`src/assert_macros.svh`:
```
// Assertion helpers shared by the RTL. Clock and reset names are the house ones.
`ifndef ASSERT_MACROS_SVH
`define ASSERT_MACROS_SVH

// Same-cycle implication, checked outside reset.
`define ASSERT_IMPLIES(lbl, ante, cons, msg) \
   lbl: assert property (@(posedge clock) disable iff (reset) (ante) |-> (cons)) \
      else $error(msg);

// Next-cycle implication, checked outside reset.
`define ASSERT_NEXT(lbl, ante, cons, msg) \
   lbl: assert property (@(posedge clock) disable iff (reset) (ante) |=> (cons)) \
      else $error(msg);

`endif

```
`src/sle_pkg.sv`:
```
`default_nettype none

package sle_pkg;

   // Line buffer geometry
   localparam int LINE_BYTES = 16;
   localparam int FILL_W     = $clog2(LINE_BYTES + 1);
   localparam int LADDR_W    = (LINE_BYTES > 1) ? $clog2(LINE_BYTES) : 1;
   localparam int IDX_W      = (FILL_W > 4) ? FILL_W : 4;

   // Character pair
   localparam int CHAR_W = 7;

   // Fixed S0 header record, eight pairs before CR LF
   localparam int               HDR_PAIRS = 8;
   localparam logic [127:0]     HDR_TEXT  = "S00600004844521B";
   localparam logic [CHAR_W-1:0] CH_S  = 7'h53;
   localparam logic [CHAR_W-1:0] CH_CR = 7'h0d;
   localparam logic [CHAR_W-1:0] CH_LF = 7'h0a;

   // Opcodes on the request side
   localparam logic [1:0] OP_SET_ADDR = 2'd0;
   localparam logic [1:0] OP_DATA     = 2'd1;
   localparam logic [1:0] OP_FINISH   = 2'd2;

   // Record kinds
   typedef enum logic [1:0] {
      REC_S1,
      REC_S5,
      REC_S9
   } rec_type;

   // Sequencer steps
   typedef enum logic [3:0] {
      ST_IDLE,
      ST_HDR,
      ST_TAG,
      ST_CNT,
      ST_AHI,
      ST_ALO,
      ST_DATA,
      ST_SUM,
      ST_END
   } state_type;

   // One emitted character pair
   typedef struct packed {
      logic              valid;
      logic [CHAR_W-1:0] first;
      logic [CHAR_W-1:0] second;
      logic              last;
   } pair_type;

   // Line buffer access
   typedef struct packed {
      logic               we;
      logic [LADDR_W-1:0] waddr;
      logic [7:0]         wdata;
      logic               re;
      logic [LADDR_W-1:0] raddr;
   } ram_req_type;

   // Sequencer status seen by the top level
   typedef struct packed {
      logic              idle;
      logic [FILL_W-1:0] fill;
   } seq_status_type;

   // Upper-case hex digit
   function automatic logic [CHAR_W-1:0] hex_char(input logic [3:0] v);
      if (v < 4'd10) begin
         return 7'h30 + {3'b000, v};
      end
      return 7'h37 + {3'b000, v};
   endfunction

   // Header pair i as {first, second}
   function automatic logic [2*CHAR_W-1:0] hdr_pair(input logic [2:0] i);
      logic [127:0] sh;
      sh = HDR_TEXT >> (16 * (7 - int'(i)));
      return {sh[14:8], sh[6:0]};
   endfunction

   // Second character of the record tag
   function automatic logic [CHAR_W-1:0] tag_char(input rec_type k);
      case (k)
         REC_S1:  return 7'h31;
         REC_S5:  return 7'h35;
         default: return 7'h39;
      endcase
   endfunction

endpackage

`default_nettype wire

```
`src/sle_line_ram.sv`:
```
`default_nettype none

module sle_line_ram
   import sle_pkg::*;
(
   input  wire logic        clock,
   input  wire ram_req_type ram_req,
   output logic [7:0]       rd_data
);

   logic [7:0] mem [LINE_BYTES];
   logic [7:0] rd_data_ff;

   // Write port
   always_ff @(posedge clock) begin
      if (ram_req.we) begin
         mem[ram_req.waddr] <= ram_req.wdata;
      end
   end

   // Registered read port, holds while re is low
   always_ff @(posedge clock) begin
      if (ram_req.re) begin
         rd_data_ff <= mem[ram_req.raddr];
      end
   end

   assign rd_data = rd_data_ff;

endmodule

`default_nettype wire

```
`src/sle_record_seq.sv`:
```
`default_nettype none

module sle_record_seq
   import sle_pkg::*;
(
   input  wire logic           clock,
   input  wire logic           reset,
   input  wire logic           req_valid,
   input  wire logic [1:0]     req_opcode,
   input  wire logic [15:0]    req_operand,
   output logic                req_ready,
   input  wire logic           slot_free,
   input  wire logic [7:0]     rd_data,
   output ram_req_type         ram_req,
   output pair_type            pair,
   output seq_status_type      status
);

   state_type         state_ff, state_in;
   rec_type           kind_ff, kind_in;
   logic [1:0]        op_ff, op_in;
   logic [15:0]       arg_ff, arg_in;
   logic [IDX_W-1:0]  idx_ff, idx_in;
   logic [FILL_W-1:0] fill_ff, fill_in;
   logic [15:0]       line_start_ff, line_start_in;
   logic [15:0]       rec_count_ff, rec_count_in;
   logic              hdr_sent_ff, hdr_sent_in;
   logic [7:0]        sum_ff, sum_in;

   logic             accept;
   logic             fire;
   logic             jump;
   logic [IDX_W-1:0] idx_next;
   logic [15:0]      word;
   logic [7:0]       byte_val;
   logic             is_byte;

   assign accept   = req_valid && (state_ff == ST_IDLE);
   assign fire     = (state_ff != ST_IDLE) && slot_free;
   assign idx_next = idx_ff + IDX_W'(1);
   assign jump     = ({1'b0, line_start_ff} + 17'(fill_ff)) != {1'b0, req_operand};

   assign req_ready   = (state_ff == ST_IDLE);
   assign status.idle = (state_ff == ST_IDLE);
   assign status.fill = fill_ff;

   // Address word of the current record
   always_comb begin
      case (kind_ff)
         REC_S1:  word = line_start_ff;
         REC_S5:  word = rec_count_ff;
         default: word = arg_ff;
      endcase
   end

   // Next state
   always_comb begin
      state_in = state_ff;
      kind_in  = kind_ff;
      case (state_ff)
         ST_IDLE: begin
            if (accept) begin
               case (req_opcode)
                  OP_SET_ADDR: begin
                     if (jump && (fill_ff != '0)) begin
                        state_in = hdr_sent_ff ? ST_TAG : ST_HDR;
                        kind_in  = REC_S1;
                     end
                  end
                  OP_DATA: begin
                     if ((fill_ff + FILL_W'(1)) == FILL_W'(LINE_BYTES)) begin
                        state_in = hdr_sent_ff ? ST_TAG : ST_HDR;
                        kind_in  = REC_S1;
                     end
                  end
                  OP_FINISH: begin
                     if (fill_ff != '0) begin
                        state_in = hdr_sent_ff ? ST_TAG : ST_HDR;
                        kind_in  = REC_S1;
                     end else begin
                        state_in = ST_TAG;
                        kind_in  = REC_S5;
                     end
                  end
                  default: state_in = ST_IDLE;
               endcase
            end
         end
         ST_HDR: begin
            if (fire && (idx_ff == IDX_W'(HDR_PAIRS))) begin
               state_in = ST_TAG;
            end
         end
         ST_TAG: if (fire) state_in = ST_CNT;
         ST_CNT: if (fire) state_in = ST_AHI;
         ST_AHI: if (fire) state_in = ST_ALO;
         ST_ALO: begin
            if (fire) begin
               state_in = (kind_ff == REC_S1) ? ST_DATA : ST_SUM;
            end
         end
         ST_DATA: begin
            if (fire && (idx_next == IDX_W'(fill_ff))) begin
               state_in = ST_SUM;
            end
         end
         ST_SUM: if (fire) state_in = ST_END;
         ST_END: begin
            if (fire) begin
               case (kind_ff)
                  REC_S1: begin
                     if (op_ff == OP_FINISH) begin
                        state_in = ST_TAG;
                        kind_in  = REC_S5;
                     end else begin
                        state_in = ST_IDLE;
                     end
                  end
                  REC_S5: begin
                     state_in = ST_TAG;
                     kind_in  = REC_S9;
                  end
                  default: state_in = ST_IDLE;
               endcase
            end
         end
         default: state_in = ST_IDLE;
      endcase
   end

   // Pair generation and datapath updates
   always_comb begin
      op_in         = op_ff;
      arg_in        = arg_ff;
      idx_in        = idx_ff;
      fill_in       = fill_ff;
      line_start_in = line_start_ff;
      rec_count_in  = rec_count_ff;
      hdr_sent_in   = hdr_sent_ff;
      sum_in        = sum_ff;
      ram_req       = '0;
      pair          = '0;
      byte_val      = '0;
      is_byte       = 1'b0;

      case (state_ff)
         ST_IDLE: begin
            idx_in = '0;
            if (accept) begin
               op_in  = req_opcode;
               arg_in = req_operand;
               case (req_opcode)
                  OP_SET_ADDR: begin
                     if (jump && (fill_ff == '0)) begin
                        line_start_in = req_operand;
                     end
                  end
                  OP_DATA: begin
                     ram_req.we    = 1'b1;
                     ram_req.waddr = fill_ff[LADDR_W-1:0];
                     ram_req.wdata = req_operand[7:0];
                     fill_in       = fill_ff + FILL_W'(1);
                  end
                  default: op_in = req_opcode;
               endcase
            end
         end
         ST_HDR: begin
            if (idx_ff == IDX_W'(HDR_PAIRS)) begin
               pair.first  = CH_CR;
               pair.second = CH_LF;
               if (fire) begin
                  hdr_sent_in = 1'b1;
               end
            end else begin
               {pair.first, pair.second} = hdr_pair(idx_ff[2:0]);
            end
         end
         ST_TAG: begin
            pair.first  = CH_S;
            pair.second = tag_char(kind_ff);
         end
         ST_CNT: begin
            is_byte  = 1'b1;
            byte_val = (kind_ff == REC_S1) ? (8'(fill_ff) + 8'd3) : 8'd3;
         end
         ST_AHI: begin
            is_byte  = 1'b1;
            byte_val = word[15:8];
         end
         ST_ALO: begin
            is_byte  = 1'b1;
            byte_val = word[7:0];
            // prefetch first line byte
            if (fire && (kind_ff == REC_S1)) begin
               ram_req.re    = 1'b1;
               ram_req.raddr = '0;
            end
         end
         ST_DATA: begin
            is_byte  = 1'b1;
            byte_val = rd_data;
            if (fire && (idx_next < IDX_W'(fill_ff))) begin
               ram_req.re    = 1'b1;
               ram_req.raddr = idx_next[LADDR_W-1:0];
            end
         end
         ST_SUM: begin
            is_byte  = 1'b1;
            byte_val = ~sum_ff;
         end
         ST_END: begin
            pair.first  = CH_CR;
            pair.second = CH_LF;
            pair.last   = (kind_ff == REC_S9) ||
                          ((kind_ff == REC_S1) && (op_ff != OP_FINISH));
            // line retired: advance start, count the record
            if (fire && (kind_ff == REC_S1)) begin
               fill_in       = '0;
               rec_count_in  = rec_count_ff + 16'd1;
               line_start_in = (op_ff == OP_SET_ADDR) ? arg_ff
                             : (line_start_ff + 16'(fill_ff));
            end
         end
         default: pair = '0;
      endcase

      // hex pair for byte steps
      if (is_byte) begin
         pair.first  = hex_char(byte_val[7:4]);
         pair.second = hex_char(byte_val[3:0]);
      end

      if (fire) begin
         pair.valid = 1'b1;
         if ((state_ff == ST_HDR) || (state_ff == ST_DATA)) begin
            idx_in = idx_next;
         end else begin
            idx_in = '0;
         end
         if (state_ff == ST_TAG) begin
            sum_in = '0;
         end else if (is_byte) begin
            sum_in = sum_ff + byte_val;
         end
      end
   end

   // Control state
   always_ff @(posedge clock) begin
      if (reset) begin
         state_ff      <= ST_IDLE;
         kind_ff       <= REC_S1;
         idx_ff        <= '0;
         fill_ff       <= '0;
         line_start_ff <= '0;
         rec_count_ff  <= '0;
         hdr_sent_ff   <= 1'b0;
         sum_ff        <= '0;
      end else begin
         state_ff      <= state_in;
         kind_ff       <= kind_in;
         idx_ff        <= idx_in;
         fill_ff       <= fill_in;
         line_start_ff <= line_start_in;
         rec_count_ff  <= rec_count_in;
         hdr_sent_ff   <= hdr_sent_in;
         sum_ff        <= sum_in;
      end
   end

   // Held request payload
   always_ff @(posedge clock) begin
      op_ff  <= op_in;
      arg_ff <= arg_in;
   end

endmodule

`default_nettype wire

```
`src/srecord_line_emitter.sv`:
```
`default_nettype none
`include "assert_macros.svh"

// S-record line emitter. Each request beat carries an opcode in req_tuser
// (set address, append byte, finish) and a 16-bit operand in req_tdata; the
// block answers with upper-case ASCII character pairs, rsp_tlast on the last
// pair caused by a request. An append that does not fill the line yields
// nothing. A request that flushes a line of N bytes emits N+6 pairs (plus 9
// for the S0 header before the first S1), and finish adds 12 more for S5 and
// S9; the record sequencer produces one pair per cycle while the output
// register is free and takes the next request in the cycle after its last
// pair is produced. Line bytes sit in a 16-entry buffer with a registered
// read port, read ahead of use.

module srecord_line_emitter
   import sle_pkg::*;
(
   input  wire logic        clock,
   input  wire logic        reset,
   input  wire logic        req_tvalid,
   output logic             req_tready,
   input  wire logic [15:0] req_tdata,   // [15:0] operand
   input  wire logic [1:0]  req_tuser,   // [1:0] opcode
   output logic             rsp_tvalid,
   input  wire logic        rsp_tready,
   output logic [15:0]      rsp_tdata,   // [6:0] char_first, [13:7] char_second, [15:14] zero
   output logic             rsp_tlast
);

   ram_req_type    ram_req;
   pair_type       pair;
   seq_status_type status;
   logic [7:0]     rd_data;
   logic           slot_free;

   logic              rsp_tvalid_ff, rsp_tvalid_in;
   logic [CHAR_W-1:0] first_ff, first_in;
   logic [CHAR_W-1:0] second_ff, second_in;
   logic              last_ff, last_in;

   assign slot_free = !rsp_tvalid_ff || rsp_tready;

   sle_record_seq u_seq (
      .clock       (clock),
      .reset       (reset),
      .req_valid   (req_tvalid),
      .req_opcode  (req_tuser),
      .req_operand (req_tdata),
      .req_ready   (req_tready),
      .slot_free   (slot_free),
      .rd_data     (rd_data),
      .ram_req     (ram_req),
      .pair        (pair),
      .status      (status)
   );

   sle_line_ram u_ram (
      .clock   (clock),
      .ram_req (ram_req),
      .rd_data (rd_data)
   );

   // Output register load / drain
   always_comb begin
      rsp_tvalid_in = rsp_tvalid_ff;
      first_in      = first_ff;
      second_in     = second_ff;
      last_in       = last_ff;
      if (pair.valid) begin
         rsp_tvalid_in = 1'b1;
         first_in      = pair.first;
         second_in     = pair.second;
         last_in       = pair.last;
      end else if (rsp_tready) begin
         rsp_tvalid_in = 1'b0;
      end
   end

   always_ff @(posedge clock) begin
      if (reset) begin
         rsp_tvalid_ff <= 1'b0;
      end else begin
         rsp_tvalid_ff <= rsp_tvalid_in;
      end
   end

   always_ff @(posedge clock) begin
      first_ff  <= first_in;
      second_ff <= second_in;
      last_ff   <= last_in;
   end

   assign rsp_tvalid = rsp_tvalid_ff;
   assign rsp_tdata  = {2'b00, second_ff, first_ff};
   assign rsp_tlast  = last_ff;

   // Checks
   `ASSERT_IMPLIES(a_idle_fill, status.idle, status.fill < FILL_W'(LINE_BYTES), "full line left unflushed")
   `ASSERT_IMPLIES(a_no_overwrite, pair.valid, !rsp_tvalid_ff || rsp_tready, "pending beat overwritten")
   `ASSERT_NEXT(a_finish_busy, req_tvalid && req_tready && (req_tuser == OP_FINISH), !status.idle, "finish produced no trailer")

endmodule

`default_nettype wire

```
`config.mk`:
```
export PLATFORM = sky130hd
export DESIGN_NAME = srecord_line_emitter
export DESIGN_NICKNAME = d
export VERILOG_FILES = /design/src/sle_pkg.sv /design/src/sle_line_ram.sv /design/src/sle_record_seq.sv /design/src/srecord_line_emitter.sv
export VERILOG_INCLUDE_DIRS = /design/src /design/src/src
export SDC_FILE = /design/constraint.sdc
export NUM_CORES = 1
export LEC_CHECK = 0
export BUFFER_PORTS_ARGS = -buffer_cell sky130_fd_sc_hd__buf_2
export CORE_UTILIZATION = 28
export CTS_CLUSTER_SIZE = 14
export DETAILED_ROUTE_END_ITERATION = 16
export PLACE_DENSITY = 0.53
export SLEW_MARGIN = 20
export SYNTH_ARGS = -nofsm -noshare
export SYNTH_HDL_FRONTEND = slang
export SYNTH_SLANG_ARGS = --single-unit
export TNS_END_PERCENT = 100
```
`constraint.sdc`:
```
create_clock -name clock -period 4.08 [get_ports clock]
set_input_delay 0.816 -clock clock [delete_from_list [all_inputs] [get_ports clock]]
set_output_delay 0.816 -clock clock [all_outputs]
set_load 0.05 [all_outputs]
```
==> summary.md, run 1 <==
| Metric | Value |
|---|---|
| First-pass GRT wire length | between 40 and 50 mm |
| Commonest non-fill, non-tap cell in the layout | edfxtp_1 |
| Finished Layout Cells | about 1.7k |
| PortBufs | 38 |
| Power per Cell Area | between 400 and 500 nW/um2 |
| Leak | about 4.8 nW |
| Antenna Diode Count | 0 |
| Min-delay src | req_tdata[8] |
| Synth Flop Type | edfxtp_1 |
| Initial Util | around 28% |
| WL/cell | 18.65 um |
| Crit start category | register |
| Endpoints failing setup | 0 |
| Maximum clock rate | roughly 260 MHz |
| Gate power share | between 20% and 30% |
| Via/cell ratio | 5.004 |
| Hold-fix buffers, CTS | 0 |
| H-Tree Depth | 1 |
| Setup bufs post-CTS | 0 |
| Antenna-violating nets left | 0 |
| Reg2Reg Setup Slack | slightly above 0.3 ns |
| Vias post-DR | 8481 |
| WHS Path Cells | 1 |
| Critical path required time | roughly 4.5 ns |
| Clock buffer depth | 3 |
| Final WL | about 32 mm |
| Ys async rst share | 0% |
| FILL cells | 4313 |
| DP Area | around 13000 um2 |
| Total global routing overflow | 0 |
| Max-cap viol count | 0 |
| Slew margin rel. | ~40% |
| Post-detail-place hpwl | roughly 22 mm |
| Sequential area share after synthesis | 52.54% |
| Crit share post-route | ~93% |
| Placed Instances | between 1.5k and 2k |
| Chip width | a little over 200 um |
| Hold slack | 0.4940 ns |
| Post-synth top area share | between 40% and 50% |
| Main area contributors after synthesis | edfxtp_1 (43%), dfxtp_1 (9.8%), mux2i_1 (4.4%) |
| Drt drc | 0 |
| RSZ-0062 raised after global routing | no |
| GRT Total Usage | between 10 and 15% |
| CORE AREA | between 40000 and 50000 um2 |
| Total CTS buffers | 26 |
| Share of layout cells above drive strength 1 | 15.66% |
| Crit path kind | register to register |
| Worst hold path endpoint | u_seq.arg_ff[8] |
| I/O Pins | 41 |
| Placer Congestion | 0.8681 |
| Final hold viol count | 0 |
| Total Power | around 6.2 mW |
| Critical path fanouts, max | 10 |
| Commonest cells after routing, fill and taps aside | edfxtp_1 (169), nor2_1 (131), nand2_1 (92), a21oi_1 (88), dfxtp_1 (57) |
| Worst slew pin tran | 0.8934 ns |
| Max-slew violation count | 0 |
| Post-route cell area | around 14000 um2 |
| Peak supply drop | roughly 0.34 mV |
| Switching part of the total | 31.97% |
| Initial antenna violation count | 0 |
| P_sw | between 1.5 and 2 mW |
| P&R area growth vs syn | 14.15% |
| # rows | 75 |
| Clock share of power | about a third |
| Root buffer cell | clkbuf_16 |
| Syn Area/Cell | 10.90 um2 |
| CTS tree | done |
| Initial drt markers | 655 |
| Worst hold path type | input port to register |
| Cts repair resizes | 0 |
| Final core occ | roughly a third |
| Post-synth EDFFs | 169 |
| Final TNS setup | 0 ns |
| Worst EP arrival | about 4.2 ns |
| Die area | around 43000 um2 |
| Height of the die | 207.9 um |
| Cell Area, Synth | between 10000 and 15000 um2 |
| Clock sinks | around 230 |
| R2R Path Start | u_seq.fill_ff[1] |
| Worst setup EP type | register |
| Outcome | finished clean |
| Vias in the first global route | 8465 |
| Worst-path clk slew | roughly 0.06 ns |
| Warnings from Yosys | 0 |
| Synth unique cells | between 80 and 90 |
| Yosys reg bits | between 200 and 250 |
| Clk_skew | between 0.015 and 0.02 ns |
| Worst reg2reg endpoint | u_seq.sum_ff[7] |
| Area leader, netlist | edfxtp_1 |
| Sequential power share | 45.2% |
| Pin count of the biggest net entering global routing | about 40 |
| R2r worst-path depth | 15 |
| Int Pwr | between 4 and 5 mW |
| Layout net count | approximately 1.2k |
| Crit path time final | 3.775 ns |
| Synthesized netlist cell count | approximately 1.1k |
| Setup ws final | around 0.3 ns |
| First drt pass iteration count | 5 |
| Worst slack, placed | slightly below 0.4 ns |
| Clk_lat worst skew | between 0.5 and 0.6 ns |
[power by group through the flow]
stage,Sequential [mW],Combinational (mW),Clock (mW)
2_1_floorplan,3.08,0.701,0
3_3_place_gp,2.86,1.31,0
3_5_place_dp,2.87,1.31,0
4_1_cts,2.82,1.31,2.18
5_1_grt,2.84,1.42,2.27
6_report,2.82,1.31,2.11
[sequential cells by signal, indices dropped and copies added (netlist names)]
name	cells
u_ram.rd_data	8
u_seq.kind_ff	2
rsp_tlast	1
u_seq.idx_ff	5
u_seq.op_ff	2
u_seq.fill_ff	5
u_seq.rec_count_ff	16
u_seq.line_start_ff	16
u_seq.arg_ff	16
u_ram.mem	128
second_ff	7
u_seq.sum_ff	8
u_seq.state_ff	4
rsp_tvalid	1
first_ff	7
u_seq.hdr_sent_ff	1
[worst max-delay path, stage by stage, from the launching register on]
cell and delay (ns):
dfxtp_1 0.54, inv_1 0.19, ha_1 0.25, xnor2_1 0.12, a221oi_1 0.30, nand2_1 0.08, a21oi_1 0.31, inv_1 0.13
ha_1 0.34, a21o_1 0.19, a21o_1 0.17, a21oi_1 0.21, o21ai_0 0.15, xnor2_1 0.15, or4_1 0.42, a31oi_1 0.13
[worst max path at each step]
| stage | startpoint | to | slack [ns] | cells after the start |
|---|---|---|---|---|
| 5_1_grt | u_seq.fill_ff[1] | u_seq.sum_ff[7] | 0.03 | 15 |
| 2_1_floorplan | u_seq.idx_ff[1] | u_ram.rd_data[5] | 0.09 | 16 |
| 3_5_place_dp | u_seq.line_start_ff[0] | u_seq.line_start_ff[10] | 0.39 | 13 |
| 6_report | u_seq.fill_ff[1] | u_seq.sum_ff[7] | 0.31 | 15 |
| 4_1_cts | u_seq.line_start_ff[0] | u_seq.line_start_ff[13] | 0.37 | 13 |
| 3_3_place_gp | u_seq.fill_ff[1] | u_seq.sum_ff[7] | 0.42 | 15 |
[cell families after synthesis]
family / synth area share (%)
AOI/OAI and AO/OA: 12.82
xor gates and xnor gates: 3.595
adders and majority gates: 3.500
buffers and inverters: 3.679
DFF: 52.54
muxes: 9.034
other: 0.03160
and+or+nand+nor: 14.80
[routing by layer]
metal  GRT usage [%]  vias up  part of all wire, %
li1                -     4118                    -
met1           20.31     4122                   48
met2           23.19      183                   46
met3           2.209       58                  4.4
met4           4.138        0                  2.4
met5               0        -                    0
[cell type report]
cell class                      instances  area (um2)  area share [%]
Sequential cell                       227        6237           46.04
Multi-Input combinational cell        776        5215           38.49
Tap cell                              539       674.4           4.978
Clock buffer                           31       669.4           4.941
Timing Repair Buffer                   82       570.5           4.211
Clock inverter                         17       95.09          0.7019
Inverter                               23       86.33          0.6372
[cell usage after synthesis (3+ instances only)]
cell type,n
buf_6,4
clkbuf_8,5
a21o_1,8
clkbuf_1,37
mux2i_1,52
nand4_1,8
a21oi_1,88
and3_1,5
dfxtp_1,58
nor3_1,37
buf_2,9
or3_1,8
a211oi_1,13
nor2_2,3
nor2b_1,15
a221oi_1,4
xnor2_1,23
inv_1,22
nand2b_1,5
o2111ai_1,5
nor2_1,132
buf_1,4
ha_1,30
a311oi_1,3
nor4_1,3
a22oi_1,14
a211o_1,3
nand3_1,24
o21ai_0,49
nor3b_1,3
mux2_2,17
nand3b_1,5
mux4_2,16
a21boi_0,3
and2_1,10
xor2_1,23
nand2_1,92
buf_4,3
o211ai_1,7
a31oi_1,6
nor4b_1,4
edfxtp_1,169
Note: power is estimated with default switching activity, not from simulation.
==> run 2, diff against run 1 <==
--- a/config.mk
+++ b/config.mk
@@ -7,10 +7,12 @@
 export NUM_CORES = 1
 export LEC_CHECK = 0
 export BUFFER_PORTS_ARGS = -buffer_cell sky130_fd_sc_hd__buf_2
+export CELL_PAD_IN_SITES_DETAIL_PLACEMENT = 1
+export CELL_PAD_IN_SITES_GLOBAL_PLACEMENT = 2
 export CORE_UTILIZATION = 28
 export CTS_CLUSTER_SIZE = 14
 export DETAILED_ROUTE_END_ITERATION = 16
-export PLACE_DENSITY = 0.53
+export PLACE_DENSITY_LB_ADDON = 0.3
 export SLEW_MARGIN = 20
 export SYNTH_ARGS = -nofsm -noshare
 export SYNTH_HDL_FRONTEND = slang
==> run 2 against run 1 <==
Clock power grew 17%. Combinational power grew 5%. First-iteration DRC count shrank 23%. Clock-buffer cell count grew 4. Critical path depth shrank 2. Largest power group unchanged.
==> summary.md, run 2 (synthesis gave the netlist of run 1 again) <==
| Metric | Value |
|---|---|
| Outcome | finished clean |
| Antenna Diode Count | 0 |
| Worst reg2reg endpoint | u_seq.line_start_ff[9] |
| Max-cap viol count | 0 |
| Worst setup EP type | register |
| Total CTS buffers | 28 |
| Worst EP arrival | between 4 and 5 ns |
| Placer Congestion | ~0.81 |
| Via/cell ratio | about 5.1 |
| Clock sinks | approximately 230 |
| Hold-fix buffers, CTS | 0 |
| PortBufs | 38 |
| GRT Total Usage | between 10% and 20% |
| CORE AREA | roughly 42000 um2 |
| Worst hold path type | input port to register |
| Maximum clock rate | 260.1 MHz |
| R2R Path Start | u_seq.line_start_ff[0] |
| Antenna-violating nets left | 0 |
| Height of the die | between 200 and 250 um |
| P&R area growth vs syn | 16.09% |
| Final TNS setup | 0 ns |
| Critical path fanouts, max | 12 |
| Drt drc | 0 |
| CP Cell Sequence | ha_1, fa_1, xor2_1, a2111oi_2, o2111ai_1, a311oi_1, nand4_1, a2111oi_4, nand2_2, a41oi_2, buf_4, mux2i_1, nor2_1 |
| First drt pass iteration count | 4 |
| Die area | between 40000 and 50000 um2 |
| Crit share post-route | 94.23% |
| FILL cells | between 4k and 5k |
| Final core occ | roughly 33% |
| R2r worst-path depth | 13 |
| Leak | 4.882 nW |
| H-Tree Depth | 1 |
| Final hold viol count | 0 |
| CP bufs+invs | 1 |
| Max-slew violation count | 0 |
| Endpoints failing setup | 0 |
| # rows | 75 |
| Vias post-DR | 8741 |
| Finished Layout Cells | ~1.7k |
| Total Power | between 6 and 7 mW |
| Critical path required time | ~4.5 ns |
| Clock buffer depth | 3 |
| Max incr delay on CP | between 0.4 and 0.5 ns |
| Crit path from | u_seq.line_start_ff[0] |
| Crit start category | register |
| WHS Path Cells | 1 |
| Share of layout cells above drive strength 1 | between 10% and 20% |
| Power per Cell Area | ~480 nW/um2 |
| Slew margin rel. | between 30% and 40% |
| WL/cell | around 21 um |
| Largest Register | u_ram.mem |
| RSZ-0062 raised after global routing | no |
| Chip width | a little over 200 um |
| Layout net count | between 1k and 1.5k |
| Stages on worst setup path | 13 |
| CP max stage cell | fa_1 |
| Clk_skew | roughly 0.062 ns |
| Reg2Reg Setup Slack | about 0.24 ns |
| Worst-path clk slew | 0.06 ns |
| Clk_lat worst skew | between 0.6 and 0.7 ns |
| Delay-heaviest family, CP | compound AO/OA/AOI/OAI gates |
| Initial Util | about 28% |
| Total global routing overflow | 0 |
| Root buffer cell | clkbuf_16 |
| CTS tree | done |
| Setup crit end | u_seq.line_start_ff[9] |
| Crit path kind | register to register |
| Initial drt markers | 504 |
| Pin count of the biggest net entering global routing | 37 |
| Worst slew pin tran | 0.9299 ns |
| Max FFs per register | roughly 130 |
| Post-detail-place hpwl | between 20 and 30 mm |
| Final WL | 36.38 mm |
| Crit path time final | approximately 3.8 ns |
| Commonest cells after routing, fill and taps aside | edfxtp_1 (169), nor2_1 (131), nand2_1 (92), a21oi_1 (88), dfxtp_1 (57) |
| Commonest non-fill, non-tap cell in the layout | edfxtp_1 |
| Placed Instances | 1661 |
| I/O Pins | 41 |
| Vias in the first global route | between 9k and 10k |
| Initial antenna violation count | 1 |
| First-pass GRT wire length | between 50 and 60 mm |
| Peak supply drop | 0.2953 mV |
run 2: how the worst min path moves through the flow:
stage | from | to | slack, ns
after global routing | req_tdata[8] | u_seq.arg_ff[8] | 0.47
after detailed placement | u_seq.rec_count_ff[8] | u_seq.rec_count_ff[8] | 0.50
after floorplan | u_seq.line_start_ff[3] | u_seq.line_start_ff[3] | 0.45
final | req_tdata[8] | u_seq.arg_ff[8] | 0.48
after CTS | req_tdata[8] | u_seq.arg_ff[8] | 0.46
after global placement | u_seq.rec_count_ff[8] | u_seq.rec_count_ff[8] | 0.49
run 2: where the power goes:
group	switching [mW]	internal [mW]
clock	1.04	1.43
sequential	0.112	2.70
combinational	0.992	0.390
total	2.14	4.52
run 2: layout make-up:
cell class	instances	area, um2	share of cell area [%]
well taps	539	674.4	4.895
repair buffers	96	650.6	4.722
inverters	23	86.33	0.6266
clock inverters	16	153.9	1.117
flip-flops and latches	227	6237	45.27
multi-input cells	776	5228	37.94
clock buffers	35	748.2	5.430
run 2: metrics by stage:
| stage | cell area [um2] | setup slack, ns | hold WS, ns |
|---|---|---|---|
| after floorplan | 11870 | 0.08618 | 0.4479 |
| after global placement | 12860 | 0.1173 | 0.4905 |
| after detailed placement | 12860 | 0.1191 | 0.5014 |
| after CTS | 13770 | 0.1154 | 0.4610 |
| after global routing | 13780 | 0.005271 | 0.4697 |
| final | 13780 | 0.2354 | 0.4826 |
run 2: worst register-to-register path, cell delays in order, from the launching register on:
cell and delay [ns]:
dfxtp_1 0.42, ha_1 0.25, fa_1 0.46, xor2_1 0.19, a2111oi_2 0.46, o2111ai_1 0.20, a311oi_1 0.25, nand4_1 0.21
a2111oi_4 0.41, nand2_2 0.10, a41oi_2 0.24, buf_4 0.26, mux2i_1 0.22, nor2_1 0.06
run 2: timing repair:
item / 4_1_cts / 5_1_grt
buffers inserted: 0 / 0
gates resized for setup: 0 / 1
endpoints found under the setup margin: 0 / 13
run 2: layer usage:
layer	up-vias	GRT usage, %	part of all wire, %
met1	4410	23.46	47
li1	4140	-	-
met3	45	2.390	3.9
met5	-	0	0.027
met4	2	4.904	2.2
met2	144	27.63	46
